$ cat config.mk
export PLATFORM = sky130hd
export DESIGN_NAME = sgfw_ctrl
export DESIGN_NICKNAME = d
export VERILOG_FILES = /design/src/rtl/scaled_glyph_framebuffer_writer_core_defines.svh /design/src/rtl/sgfw_pkg.sv /design/src/rtl/sgfw_ctrl.sv
export SDC_FILE = /design/constraint.sdc
export NUM_CORES = 1
export LEC_CHECK = 0
export BUFFER_PORTS_ARGS = -buffer_cell sky130_fd_sc_hd__buf_2
export CORE_UTILIZATION = 35
export CTS_CLUSTER_DIAMETER = 200
export DETAILED_ROUTE_END_ITERATION = 12
export SLEW_MARGIN = 20
export SYNTH_ARGS = -nofsm -noshare
export SYNTH_HDL_FRONTEND = slang
export SYNTH_SLANG_ARGS = --single-unit
$ cat constraint.sdc
create_clock -name clk -period 1.55 [get_ports clk]
set_input_delay 0.2325 -clock clk [delete_from_list [all_inputs] [get_ports clk]]
set_output_delay 0.2325 -clock clk [all_outputs]
set_load 0.01 [all_outputs]
$ cat src/rtl/scaled_glyph_framebuffer_writer_core_defines.svh
// ----------------------------------------------------------------------------
// Scaled glyph framebuffer writer assertion macros
// Concurrent assertion helpers shared by the framebuffer writer RTL.
// ----------------------------------------------------------------------------
`ifndef SCALED_GLYPH_FRAMEBUFFER_WRITER_CORE_DEFINES_SVH
`define SCALED_GLYPH_FRAMEBUFFER_WRITER_CORE_DEFINES_SVH

`ifndef SYNTH
`define SGFW_ASSERT_IMPL(name, ante, cons) \
	name: assert property (@(posedge clk) disable iff (!arst_n) (ante) |-> (cons)) \
		else $error("sgfw assertion failed");
`define SGFW_ASSERT_NEXT(name, ante, cons) \
	name: assert property (@(posedge clk) disable iff (!arst_n) (ante) |=> (cons)) \
		else $error("sgfw assertion failed");
`else
`define SGFW_ASSERT_IMPL(name, ante, cons)
`define SGFW_ASSERT_NEXT(name, ante, cons)
`endif

`endif

$ cat src/rtl/sgfw_pkg.sv
// ----------------------------------------------------------------------------
// Scaled glyph framebuffer writer package
// Operation codes, controller states, command and status bundles, font table.
// ----------------------------------------------------------------------------
`default_nettype none

package sgfw_pkg;

	localparam logic [2:0] FN_GLYPH  = 3'd0;
	localparam logic [2:0] FN_CURSOR = 3'd1;
	localparam logic [2:0] FN_CLEAR  = 3'd2;
	localparam logic [2:0] FN_PIXEL  = 3'd3;
	localparam logic [2:0] FN_READ   = 3'd4;

	localparam int GLYPH_COLS  = 5;
	localparam int GLYPH_ROWS  = 7;
	localparam int GLYPH_COUNT = 96;
	localparam int FIRST_CODE  = 32;
	localparam int SCALE_W     = 4;

	typedef enum logic [3:0] {
		ST_INIT,
		ST_IDLE,
		ST_CLEAR,
		ST_G_RD,
		ST_G_LOAD,
		ST_G_PIX,
		ST_G_WR,
		ST_G_WR_LAST,
		ST_P_RD,
		ST_P_WR,
		ST_R_RD,
		ST_R_CAP,
		ST_DONE
	} state_t;

	typedef struct packed {
		logic accept;
		logic mem_rd;
		logic read_rd;
		logic byte_load;
		logic pix_step;
		logic glyph_wr;
		logic pixel_wr;
		logic read_cap;
		logic clr_step;
		logic cur_adv;
		logic cur_home;
		logic out_load;
	} ctrl_cmd_t;

	typedef struct packed {
		logic byte_end;
		logic y_last;
		logic x_last;
		logic clr_last;
		logic out_free;
	} dp_status_t;

	// Each entry holds the five glyph columns, leftmost column in the top byte.
	localparam logic [39:0] GLYPH_ROM [GLYPH_COUNT] = '{
		40'h0000000000, 40'h00005f0000, 40'h0007000700, 40'h147f147f14,
		40'h242a7f2a12, 40'h2313086462, 40'h3649552250, 40'h0005030000,
		40'h001c224100, 40'h0041221c00, 40'h14083e0814, 40'h08083e0808,
		40'h0050300000, 40'h0808080808, 40'h0060600000, 40'h2010080402,
		40'h3e5149453e, 40'h00427f4000, 40'h4261514946, 40'h2141454b31,
		40'h1814127f10, 40'h2745454539, 40'h3c4a494930, 40'h0171090503,
		40'h3649494936, 40'h064949291e, 40'h0036360000, 40'h0056360000,
		40'h0814224100, 40'h1414141414, 40'h0041221408, 40'h0201510906,
		40'h324979413e, 40'h7e1111117e, 40'h7f49494936, 40'h3e41414122,
		40'h7f4141221c, 40'h7f49494941, 40'h7f09090901, 40'h3e4149497a,
		40'h7f0808087f, 40'h00417f4100, 40'h2040413f01, 40'h7f08142241,
		40'h7f40404040, 40'h7f020c027f, 40'h7f0408107f, 40'h3e4141413e,
		40'h7f09090906, 40'h3e4151215e, 40'h7f09192946, 40'h4649494931,
		40'h01017f0101, 40'h3f4040403f, 40'h1f2040201f, 40'h3f4038403f,
		40'h6314081463, 40'h0708700807, 40'h6151494543, 40'h007f414100,
		40'h0204081020, 40'h0041417f00, 40'h0402010204, 40'h4040404040,
		40'h0001020400, 40'h2054545478, 40'h7f48444438, 40'h3844444420,
		40'h384444487f, 40'h3854545418, 40'h087e090102, 40'h0c5252523e,
		40'h7f08040478, 40'h00447d4000, 40'h2040443d00, 40'h7f10284400,
		40'h00417f4000, 40'h7c04180478, 40'h7c08040478, 40'h3844444438,
		40'h7c14141408, 40'h081414187c, 40'h7c08040408, 40'h4854545420,
		40'h043f444020, 40'h3c4040207c, 40'h1c2040201c, 40'h3c4030403c,
		40'h4428102844, 40'h0c5050503c, 40'h4464544c44, 40'h0008364100,
		40'h00007f0000, 40'h0041360800, 40'h1008081008, 40'h0000000000
	};

	function automatic logic [7:0] glyph_column(input logic [6:0] g, input logic [2:0] gx);
		logic [39:0] row;
		row = GLYPH_ROM[g];
		return row[(GLYPH_COLS - 1 - int'(gx)) * 8 +: 8];
	endfunction

endpackage

`default_nettype wire

$ cat src/rtl/sgfw_ctrl.sv
// ----------------------------------------------------------------------------
// Framebuffer writer controller
// Sequences the clear sweep, glyph raster, pixel write, byte read and result.
// ----------------------------------------------------------------------------
`default_nettype none

module sgfw_ctrl (
	input  logic                   clk,
	input  logic                   arst_n,
	input  logic                   in_valid,
	output logic                   in_stall,
	input  logic [2:0]             func,
	input  sgfw_pkg::dp_status_t   status,
	output sgfw_pkg::ctrl_cmd_t    cmd
);

	import sgfw_pkg::*;

	state_t state_q;
	state_t state_d;

	always_ff @(posedge clk or negedge arst_n) begin
		if (!arst_n) begin
			state_q <= ST_INIT;
		end else begin
			state_q <= state_d;
		end
	end

	always_comb begin
		state_d  = state_q;
		cmd      = '0;
		in_stall = 1'b1;
		unique case (state_q)
			ST_INIT: begin
				cmd.clr_step = 1'b1;
				if (status.clr_last) begin
					state_d = ST_IDLE;
				end
			end
			ST_IDLE: begin
				in_stall = 1'b0;
				if (in_valid) begin
					cmd.accept = 1'b1;
					unique case (func)
						FN_GLYPH:  state_d = ST_G_RD;
						FN_CURSOR: state_d = ST_DONE;
						FN_CLEAR:  state_d = ST_CLEAR;
						FN_PIXEL:  state_d = ST_P_RD;
						FN_READ:   state_d = ST_R_RD;
						default:   state_d = ST_DONE;
					endcase
				end
			end
			ST_CLEAR: begin
				cmd.clr_step = 1'b1;
				if (status.clr_last) begin
					cmd.cur_home = 1'b1;
					state_d      = ST_DONE;
				end
			end
			ST_G_RD: begin
				cmd.mem_rd = 1'b1;
				state_d    = ST_G_LOAD;
			end
			ST_G_LOAD: begin
				cmd.byte_load = 1'b1;
				state_d       = ST_G_PIX;
			end
			ST_G_PIX: begin
				cmd.pix_step = 1'b1;
				if (status.byte_end) begin
					state_d = (status.y_last && status.x_last) ? ST_G_WR_LAST : ST_G_WR;
				end
			end
			ST_G_WR: begin
				cmd.glyph_wr = 1'b1;
				state_d      = ST_G_RD;
			end
			ST_G_WR_LAST: begin
				cmd.glyph_wr = 1'b1;
				cmd.cur_adv  = 1'b1;
				state_d      = ST_DONE;
			end
			ST_P_RD: begin
				cmd.mem_rd = 1'b1;
				state_d    = ST_P_WR;
			end
			ST_P_WR: begin
				cmd.pixel_wr = 1'b1;
				state_d      = ST_DONE;
			end
			ST_R_RD: begin
				cmd.read_rd = 1'b1;
				state_d     = ST_R_CAP;
			end
			ST_R_CAP: begin
				cmd.read_cap = 1'b1;
				state_d      = ST_DONE;
			end
			ST_DONE: begin
				if (status.out_free) begin
					cmd.out_load = 1'b1;
					state_d      = ST_IDLE;
				end
			end
			default: begin
				state_d = ST_IDLE;
			end
		endcase
	end

endmodule

`default_nettype wire

==> impl_metrics.json, run 1 <==
{
  "outcome": "finished, violations left",
  "violations": "setup timing",
  "vdd_drop_max_v": 0.000964,
  "port_buffers": 23,
  "antenna_cells": 0,
  "fp.dieH_microns": 38.1,
  "drv_cap": 0,
  "vias": 626,
  "setup_ws_ns": -0.0984,
  "dieArea_sq_um": 1450,
  "area_delta_synth_final_pct": 65.9,
  "hold_ws_ns": 0.232,
  "path_clk_slew_ns": 0.04,
  "cp_data_required_time_ns": 1.32,
  "reg_top3": "state_q x4",
  "post-route-min-period_ns": 1.65,
  "fin_nets": 114,
  "clk_path_buf_depth": 2,
  "clock_latency_ns": 0.24,
  "ys_seq_area_frac": 0.220,
  "drtIter0Drc": 17,
  "synthCells": 66,
  "setup_viol": 3,
  "pin_count": 24,
  "cts_made_buffers": 3,
  "top_register": "state_q",
  "yosysUniqueCellTypes": 28,
  "cp_cell_sequence": "or4b_4 -> nor2_1 -> buf_2",
  "reg2reg_slack_ns": 0.06,
  "hold_path_end": "state_q[3]$_DFFE_PN0P_",
  "fmax_mhz": 607,
  "crit_buf_inv": 1,
  "final_common_cell": "buf_2",
  "rsz0062_at_grt": "true",
  "synth_top_cell_area_share": 0.220,
  "critPathMaxFanout": 5,
  "num_rows": 12,
  "drive_gt1_frac": 0.535,
  "grt_remaining_overflow": 0,
  "dr.pass1.iters": 4,
  "final.period_utilization": 1.06,
  "routedWlPerCell_microns": 13.5,
  "cpMaxStageDelayCell": "or4b_4",
  "htree_levels": 1,
  "max_slew.worst_pin.slew_ns": 0.376,
  "final-instance-count-excl-fill": 115,
  "largest_register_ffs": 4,
  "synth.avg_cell_area_sq_um": 6.90,
  "crit_family": "simple AND/OR/NAND/NOR gates",
  "grt_use_total": 0.238,
  "clock_sinks": 4,
  "ant_nets": 0,
  "grt_pass1_wl_mm": 2.39,
  "leakage_uw": 0.000366,
  "grt_max_degree": 15,
  "critPathMaxStageDelay_ns": 0.53,
  "wirelength_mm": 1.55,
  "syn-num-nets": 77,
  "pwr_density_cell_nw_per_um2": 1850,
  "antenna_found_initial": 0,
  "ys_top_cells_by_area": "dfrtp_1, nor2_1, nand2b_1, a21oi_1, inv_1",
  "drc": 0,
  "synth_seq_cells": 4,
  "relSlewSlack": 0.749,
  "die_x_microns": 38.1,
  "tritoncts": "built",
  "place_congestion": 0.833,
  "timing.rr.end": "state_q[2]$_DFFE_PN0P_",
  "clock_skew_ns": 0.00189,
  "core_sq_um": 1160,
  "end_kind": "output pin",
  "hp-class": "in2reg",
  "yosysTopAreaCell": "dfrtp_1",
  "mostFrequentLayoutCells": "buf_2, nor2_1, buf_4",
  "place_inst": 105,
  "vias_per_cell": 5.44,
  "crit_arrival_ns": 1.42,
  "r2r-start": "state_q[3]$_DFFE_PN0P_",
  "worst_setup_path_start_kind": "flip-flop",
  "final_util": 0.654,
  "synthesis.area_sq_um": 455,
  "n_fill_cell": 104,
  "hold_viol": 0,
  "yosysWarningCount": 0,
  "worstSetupPathType": "reg2out",
  "grt_pass1_vias": 514,
  "dp_hpwl_mm": 1.08,
  "ff2ff_path_depth": 5,
  "hp-start": "status[0]",
  "holdPathStages": 2,
  "slew_viol_final": 0,
  "start_util": 0.394,
  "cts_root_buf": "clkbuf_4"
}
[per-layer routing]
layer  up-vias  share of wire  global-route usage
met3         2          0.039              0.0523
met5         -              0                   0
li1        307              -                   -
met1       294           0.47               0.354
met4         0         0.0097              0.0536
met2        23           0.49               0.343
[report_power, final]
part	switching, uW	internal, uW	leakage, uW
logic	557	508	0.000306
registers	47.2	158	0.0000462
clock network	43.4	86.7	0.0000138
[synth_stat cells]
cell type and instances:
o31ai_1 2, a211oi_1 1, o22ai_1 1, nor3b_1 1
or2_1 1, a2111o_1 1, o21ai_0 3, nand2_1 4
nand2b_1 4, o41ai_1 1, or3_1 2, buf_2 2
nor3_1 3, or4b_4 1, nand3_1 1, nand4bb_1 1
dfrtp_1 4, nor4_1 1, nor2_1 16, o311ai_2 1
o32ai_1 1, a21oi_1 4, inv_1 5, buf_4 1
clkbuf_1 1, and2b_1 1, a2bb2oi_1 1, nor4_2 1
[stage by stage]
step / area (sq um) / total power, uW / setup slack, ns / setup TNS (ns)
finish: 756 / 1400 / -0.0984 / -0.219
CTS: 711 / 1300 / -0.109 / -0.261
global placement: 612 / 1020 / 0.104 / 0
floorplan: 455 / 756 / 0.159 / 0
global route: 756 / 1520 / -0.160 / -0.442
detailed placement: 612 / 1030 / 0.0821 / 0
[worst max path at each step]
stage / start / to / slack, ns / depth (start not counted)
4_1_cts: state_q[1]$_DFFE_PN0P_ / cmd[0] / -0.11 / 4
2_1_floorplan: state_q[3]$_DFFE_PN0P_ / cmd[0] / 0.16 / 4
3_5_place_dp: state_q[3]$_DFFE_PN0P_ / state_q[3]$_DFFE_PN0P_ / 0.08 / 5
3_3_place_gp: state_q[3]$_DFFE_PN0P_ / cmd[11] / 0.10 / 3
5_1_grt: state_q[1]$_DFFE_PN0P_ / cmd[11] / -0.16 / 3
6_report: state_q[1]$_DFFE_PN0P_ / cmd[11] / -0.1 / 3
[cells by family (layout without fill, tap and decap cells)]
| family | Yosys count | count (layout) | synth area share |
|---|---|---|---|
| flops | 4 | 4 | 0.220 |
| simple gates | 37 | 37 | 0.434 |
| buf+inv | 9 | 44 | 0.0879 |
| compound gates | 16 | 16 | 0.258 |
[repair_timing]
action	CTS	global route
endpoints found under the hold margin	4	0
pin swaps	1	2
hold buffers	1	0
setup buffers	5	1
setup endpoints to repair	10	13
resized for setup	8	11
[area by class of cell]
| cell class | instances | area [sq um] | area share |
|---|---|---|---|
| multi-input cells | 53 | 363 | 0.480 |
| repair buffers | 36 | 230 | 0.305 |
| flip-flops and latches | 4 | 104 | 0.137 |
| clock buffers | 3 | 22.5 | 0.0298 |
| inverters | 5 | 18.8 | 0.0248 |
| well taps | 14 | 17.5 | 0.0232 |
Power figures use the tool's default switching activity.
==> inputs of run 2 (changes only) <==
Settings changed: MAX_ROUTING_LAYER set to met4, SETUP_SLACK_MARGIN set to 0.2.
==> run 2 against run 1 <==
The flow still finishes with violations (setup timing). Via count up 11%. Routed wire length increased by 23%. Final cell count up 9.6%. Utilization up 17 points. Clock-buffer cell count unchanged. Design area rose by 26%. Non-clock buffer count is 11 higher. Register-to-register slack worse by 0.13 ns. Worst hold slack worse by 0.012 ns. Largest cell class unchanged.
==> impl_metrics.json, run 2 (synthesis gave the netlist of run 1 again) <==
{
  "critPathMaxFanout": 3,
  "routedWlPerCell_microns": 15.1,
  "finalPower_uw": 1910,
  "slew_viol_final": 0,
  "violations": "setup timing",
  "vdd_drop_max_v": 0.000925,
  "antenna_cells": 0,
  "clock_sinks": 4,
  "worst_setup_path_start_kind": "flip-flop",
  "design_area_sq_um": 955,
  "setup_viol": 15,
  "mostFrequentLayoutCells": "buf_2, buf_4, nor2_1, buf_6, nor2_2",
  "clock_skew_ns": 0.00626,
  "drv_cap": 0,
  "port_buffers": 23,
  "fmax_mhz": 609,
  "cp_data_required_time_ns": 1.32,
  "area_delta_synth_final_pct": 110,
  "reg_top3": "state_q x4",
  "pin_count": 24,
  "tritoncts": "built",
  "grt_max_degree": 11,
  "antenna_found_initial": 0,
  "vias": 697,
  "multi_input_area_sq_um": 458,
  "pwr_density_cell_nw_per_um2": 2000,
  "wirelength_mm": 1.90,
  "ant_nets": 0,
  "drtIter0Drc": 21,
  "worstSetupPathType": "reg2out",
  "max_slew.worst_pin.slew_ns": 0.368,
  "drive_gt1_frac": 0.688,
  "grt_pass1_vias": 641,
  "relSlewSlack": 0.754,
  "dieArea_sq_um": 1450,
  "pre_cts_ws_ns": 0.0736,
  "grt_remaining_overflow": 0,
  "fin_nets": 125,
  "top_register": "state_q",
  "hp-class": "in2reg",
  "outcome": "finished, violations left",
  "setup_ws_ns": -0.0915,
  "clock_latency_ns": 0.25,
  "final_common_cell": "buf_2",
  "cts_made_buffers": 3,
  "rsz0062_at_grt": "true",
  "core_sq_um": 1160,
  "drc": 0,
  "final.period_utilization": 1.06,
  "fp.dieH_microns": 38.1,
  "n_fill_cell": 70,
  "grt_pass1_wl_mm": 2.77,
  "htree_levels": 1,
  "dr.pass1.iters": 4,
  "num_rows": 12,
  "dp_hpwl_microns": 953,
  "die_x_microns": 38.1,
  "end_kind": "output pin",
  "largest_register_ffs": 4,
  "clk_path_buf_depth": 2,
  "grt_use_total": 0.298,
  "vias_per_cell": 5.53,
  "start_util": 0.394,
  "leakage_uw": 0.000451,
  "place_congestion": 0.797,
  "regArea_sq_um": 103,
  "placed_cell_area_sq_um": 617,
  "path_clk_slew_ns": 0.04,
  "cts_root_buf": "clkbuf_4",
  "hold_viol": 0,
  "crit_arrival_ns": 1.41,
  "hold_ws_ns": 0.220,
  "post-route-min-period_ns": 1.64
}
-- run 2: cell types whose count changed in the layout (fill, tap and decap cells not counted), moves of 2 or more --
cell	before	now
buf_4	8	14
buf_6	4	8
nor2_1	12	9
nor2_2	4	6
-- run 2: worst paths after layout --
kind	slack, ns	from	cells past startpoint	endpoint
max in group asynchronous	1.10	arst_n	2	state_q[3]$_DFFE_PN0P_
min reg2reg	0.69	state_q[0]$_DFFE_PN0P_	2	state_q[3]$_DFFE_PN0P_
min	0.22	status[0]	2	state_q[3]$_DFFE_PN0P_
max reg2reg	-0.07	state_q[3]$_DFFE_PN0P_	7	state_q[3]$_DFFE_PN0P_
max	-0.09	state_q[2]$_DFFE_PN0P_	3	cmd[11]
min in group asynchronous	0.32	arst_n	2	state_q[0]$_DFFE_PN0P_
-- run 2: through the flow --
step                cells  setup TNS (ns)   util
detailed placement    105               0  0.534
CTS                   121          -0.301  0.706
global route          126           -1.21  0.826
global placement      105               0  0.534
floorplan              66               0      -
finish                126          -0.658  0.826
-- run 2: layer usage --
metal | up-vias | routed length [microns] | track usage
met2 | 33 | 950 | 0.449
met4 | 0 | 63 | 0.268
met1 | 324 | 791 | 0.333
met3 | 8 | 95 | 0.0523
met5 | - | 0 | -
li1 | 332 | - | -
-- run 2: critical path: stages (launching register included) --
cell and delay, ns:
dfrtp_1 0.40, or4b_4 0.56, nor2_2 0.08, buf_2 0.12
-- run 2: layout make-up --
type,count,share of cell area
sequential,4,0.107
clock buffer,3,0.0236
multi-input combinational,53,0.480
inverter,5,0.0197
tap,14,0.0183
timing repair buffer,47,0.351
-- run 2: power breakdown --
group / internal [uW] / switching, uW
Combinational: 799 / 756
Clock: 87.3 / 53.9
Sequential: 157 / 55.2
Total: 1040 / 865
-- run 2: what timing repair did --
| action | CTS | global route |
|---|---|---|
| hold endpoints to repair | 4 | 0 |
| gates resized for setup | 17 | 22 |
| endpoints found under the setup margin | 17 | 17 |
| hold buffers | 1 | 0 |
| buffers inserted | 12 | 5 |
| pin swaps | 12 | 8 |
==> inputs of run 3 (changes only) <==
Settings changed: CORE_AREA set to 2 2 39 41, CORE_UTILIZATION 35 to not set, DIE_AREA set to 0 0 41 43.
==> run 3 against run 2 <==
The flow still finishes with violations (setup timing). Clock-buffer cell count is the same. Combinational power shrank 3%. Worst hold slack lost 0.018 ns.
==> impl_metrics.json, run 3 (synthesis gave the netlist of run 1 again) <==
{
  "outcome": "finished, violations left",
  "violations": "setup timing",
  "antenna_found_initial": 0,
  "clock_skew_ns": 0.00349,
  "grt_remaining_overflow": 0,
  "path_clk_slew_ns": 0.04,
  "clock_latency_ns": 0.25,
  "grt_pass1_vias": 588,
  "cts_root_buf": "clkbuf_4",
  "drive_gt1_frac": 0.661,
  "vias": 659,
  "dieArea_sq_um": 1760,
  "fp.dieH_microns": 43,
  "hold_viol": 0,
  "start_util": 0.329,
  "mostFrequentLayoutCells": "buf_2, buf_4, nor2_1, nor2_2, buf_6",
  "place_inst": 107,
  "worstSetupPathType": "reg2out",
  "routedWlPerCell_microns": 14.4,
  "crit_arrival_ns": 1.42,
  "fin_nets": 122,
  "slew_viol_final": 0,
  "num_rows": 14,
  "setup_viol": 11,
  "relSlewSlack": 0.776,
  "pwr_density_cell_nw_per_um2": 1980,
  "pin_count": 24,
  "drc": 0,
  "grt_use_total": 0.224,
  "core_sq_um": 1380,
  "final-instance-count-excl-fill": 125,
  "vias_per_cell": 5.27,
  "drtIter0Drc": 21,
  "ant_nets": 0,
  "setup_ws_ns": -0.0979,
  "hold_ws_ns": 0.202,
  "clk_path_buf_depth": 2,
  "hp-class": "in2reg",
  "cts_made_buffers": 3,
  "leakage_uw": 0.000440,
  "final.period_utilization": 1.06,
  "dr.pass1.iters": 4,
  "antenna_cells": 0,
  "grt_pass1_wl_mm": 2.54,
  "cp_data_required_time_ns": 1.32,
  "reg_top3": "state_q x4",
  "die_x_microns": 41,
  "rsz0062_at_grt": "true",
  "final_common_cell": "buf_2",
  "htree_levels": 1,
  "end_kind": "output pin",
  "post-route-min-period_ns": 1.65,
  "clock_sinks": 4,
  "grt_max_degree": 14,
  "fmax_mhz": 607,
  "area_delta_synth_final_pct": 105,
  "critPathMaxFanout": 3,
  "vdd_drop_max_v": 0.000881,
  "top_register": "state_q",
  "port_buffers": 23,
  "tritoncts": "built",
  "wirelength_mm": 1.80,
  "worst_setup_path_start_kind": "flip-flop",
  "place_congestion": 0.844,
  "max_slew.worst_pin.slew_ns": 0.336,
  "largest_register_ffs": 4,
  "dp_hpwl_mm": 1.02,
  "drv_cap": 0
}
run 3: cell type report:
| class | count | area [sq um] |
|---|---|---|
| sequential | 4 | 103 |
| fill | 103 | 450 |
| tap | 16 | 20.0 |
| multi-input combinational | 53 | 447 |
| inverter | 5 | 18.8 |
| clock buffer | 3 | 22.5 |
| timing repair buffer | 44 | 323 |
run 3: worst paths after layout:
kind                                         from                     end  slack, ns  cells past startpoint
min reg2reg                state_q[0]$_DFFE_PN0P_  state_q[3]$_DFFE_PN0P_       0.65                      2
min in group asynchronous                  arst_n  state_q[2]$_DFFE_PN0P_       0.32                      2
min                                     status[0]  state_q[3]$_DFFE_PN0P_       0.20                      2
max                        state_q[2]$_DFFE_PN0P_                 cmd[11]       -0.1                      3
max reg2reg                state_q[2]$_DFFE_PN0P_  state_q[3]$_DFFE_PN0P_       0.04                      7
max in group asynchronous                  arst_n  state_q[0]$_DFFE_PN0P_       1.10                      2
run 3: report_power, final:
group	switching, uW	internal, uW
clock	48.4	87.0
sequential	52.7	157
combinational	725	775
run 3: what timing repair did:
item,CTS,global route
resized for setup,17,21
pin swaps,9,6
buffers inserted,11,2
hold buffers,1,0
gates cloned,1,0
endpoints found under the hold margin,4,0
setup endpoints to repair,17,17
run 3: routing by layer:
metal	share of wire	wire (microns)	vias to the layer above	GRT usage
met5	0	0	-	-
met4	0.022	39	0	0.120
met3	0.052	94	7	0.0157
met2	0.53	949	26	0.359
met1	0.40	717	302	0.263
li1	-	-	324	-
run 3: per-stage QoR:
step / utilization / power [uW] / setup slack (ns) / instance area [sq um] / TNS, ns
floorplan: - / 760 / 0.186 / 460 / 0
global placement: 0.457 / 1060 / 0.0941 / 632 / 0
detailed placement: 0.457 / 1050 / 0.114 / 632 / 0
CTS: 0.593 / 1540 / -0.0850 / 821 / -0.262
global route: 0.675 / 1960 / -0.156 / 933 / -1.19
finish: 0.675 / 1840 / -0.0979 / 933 / -0.671
run 3: critical path, cell delays in order, from the launching register on:
cell	delay, ns
dfrtp_1	0.40
or4b_4	0.56
nor2_2	0.08
buf_2	0.13
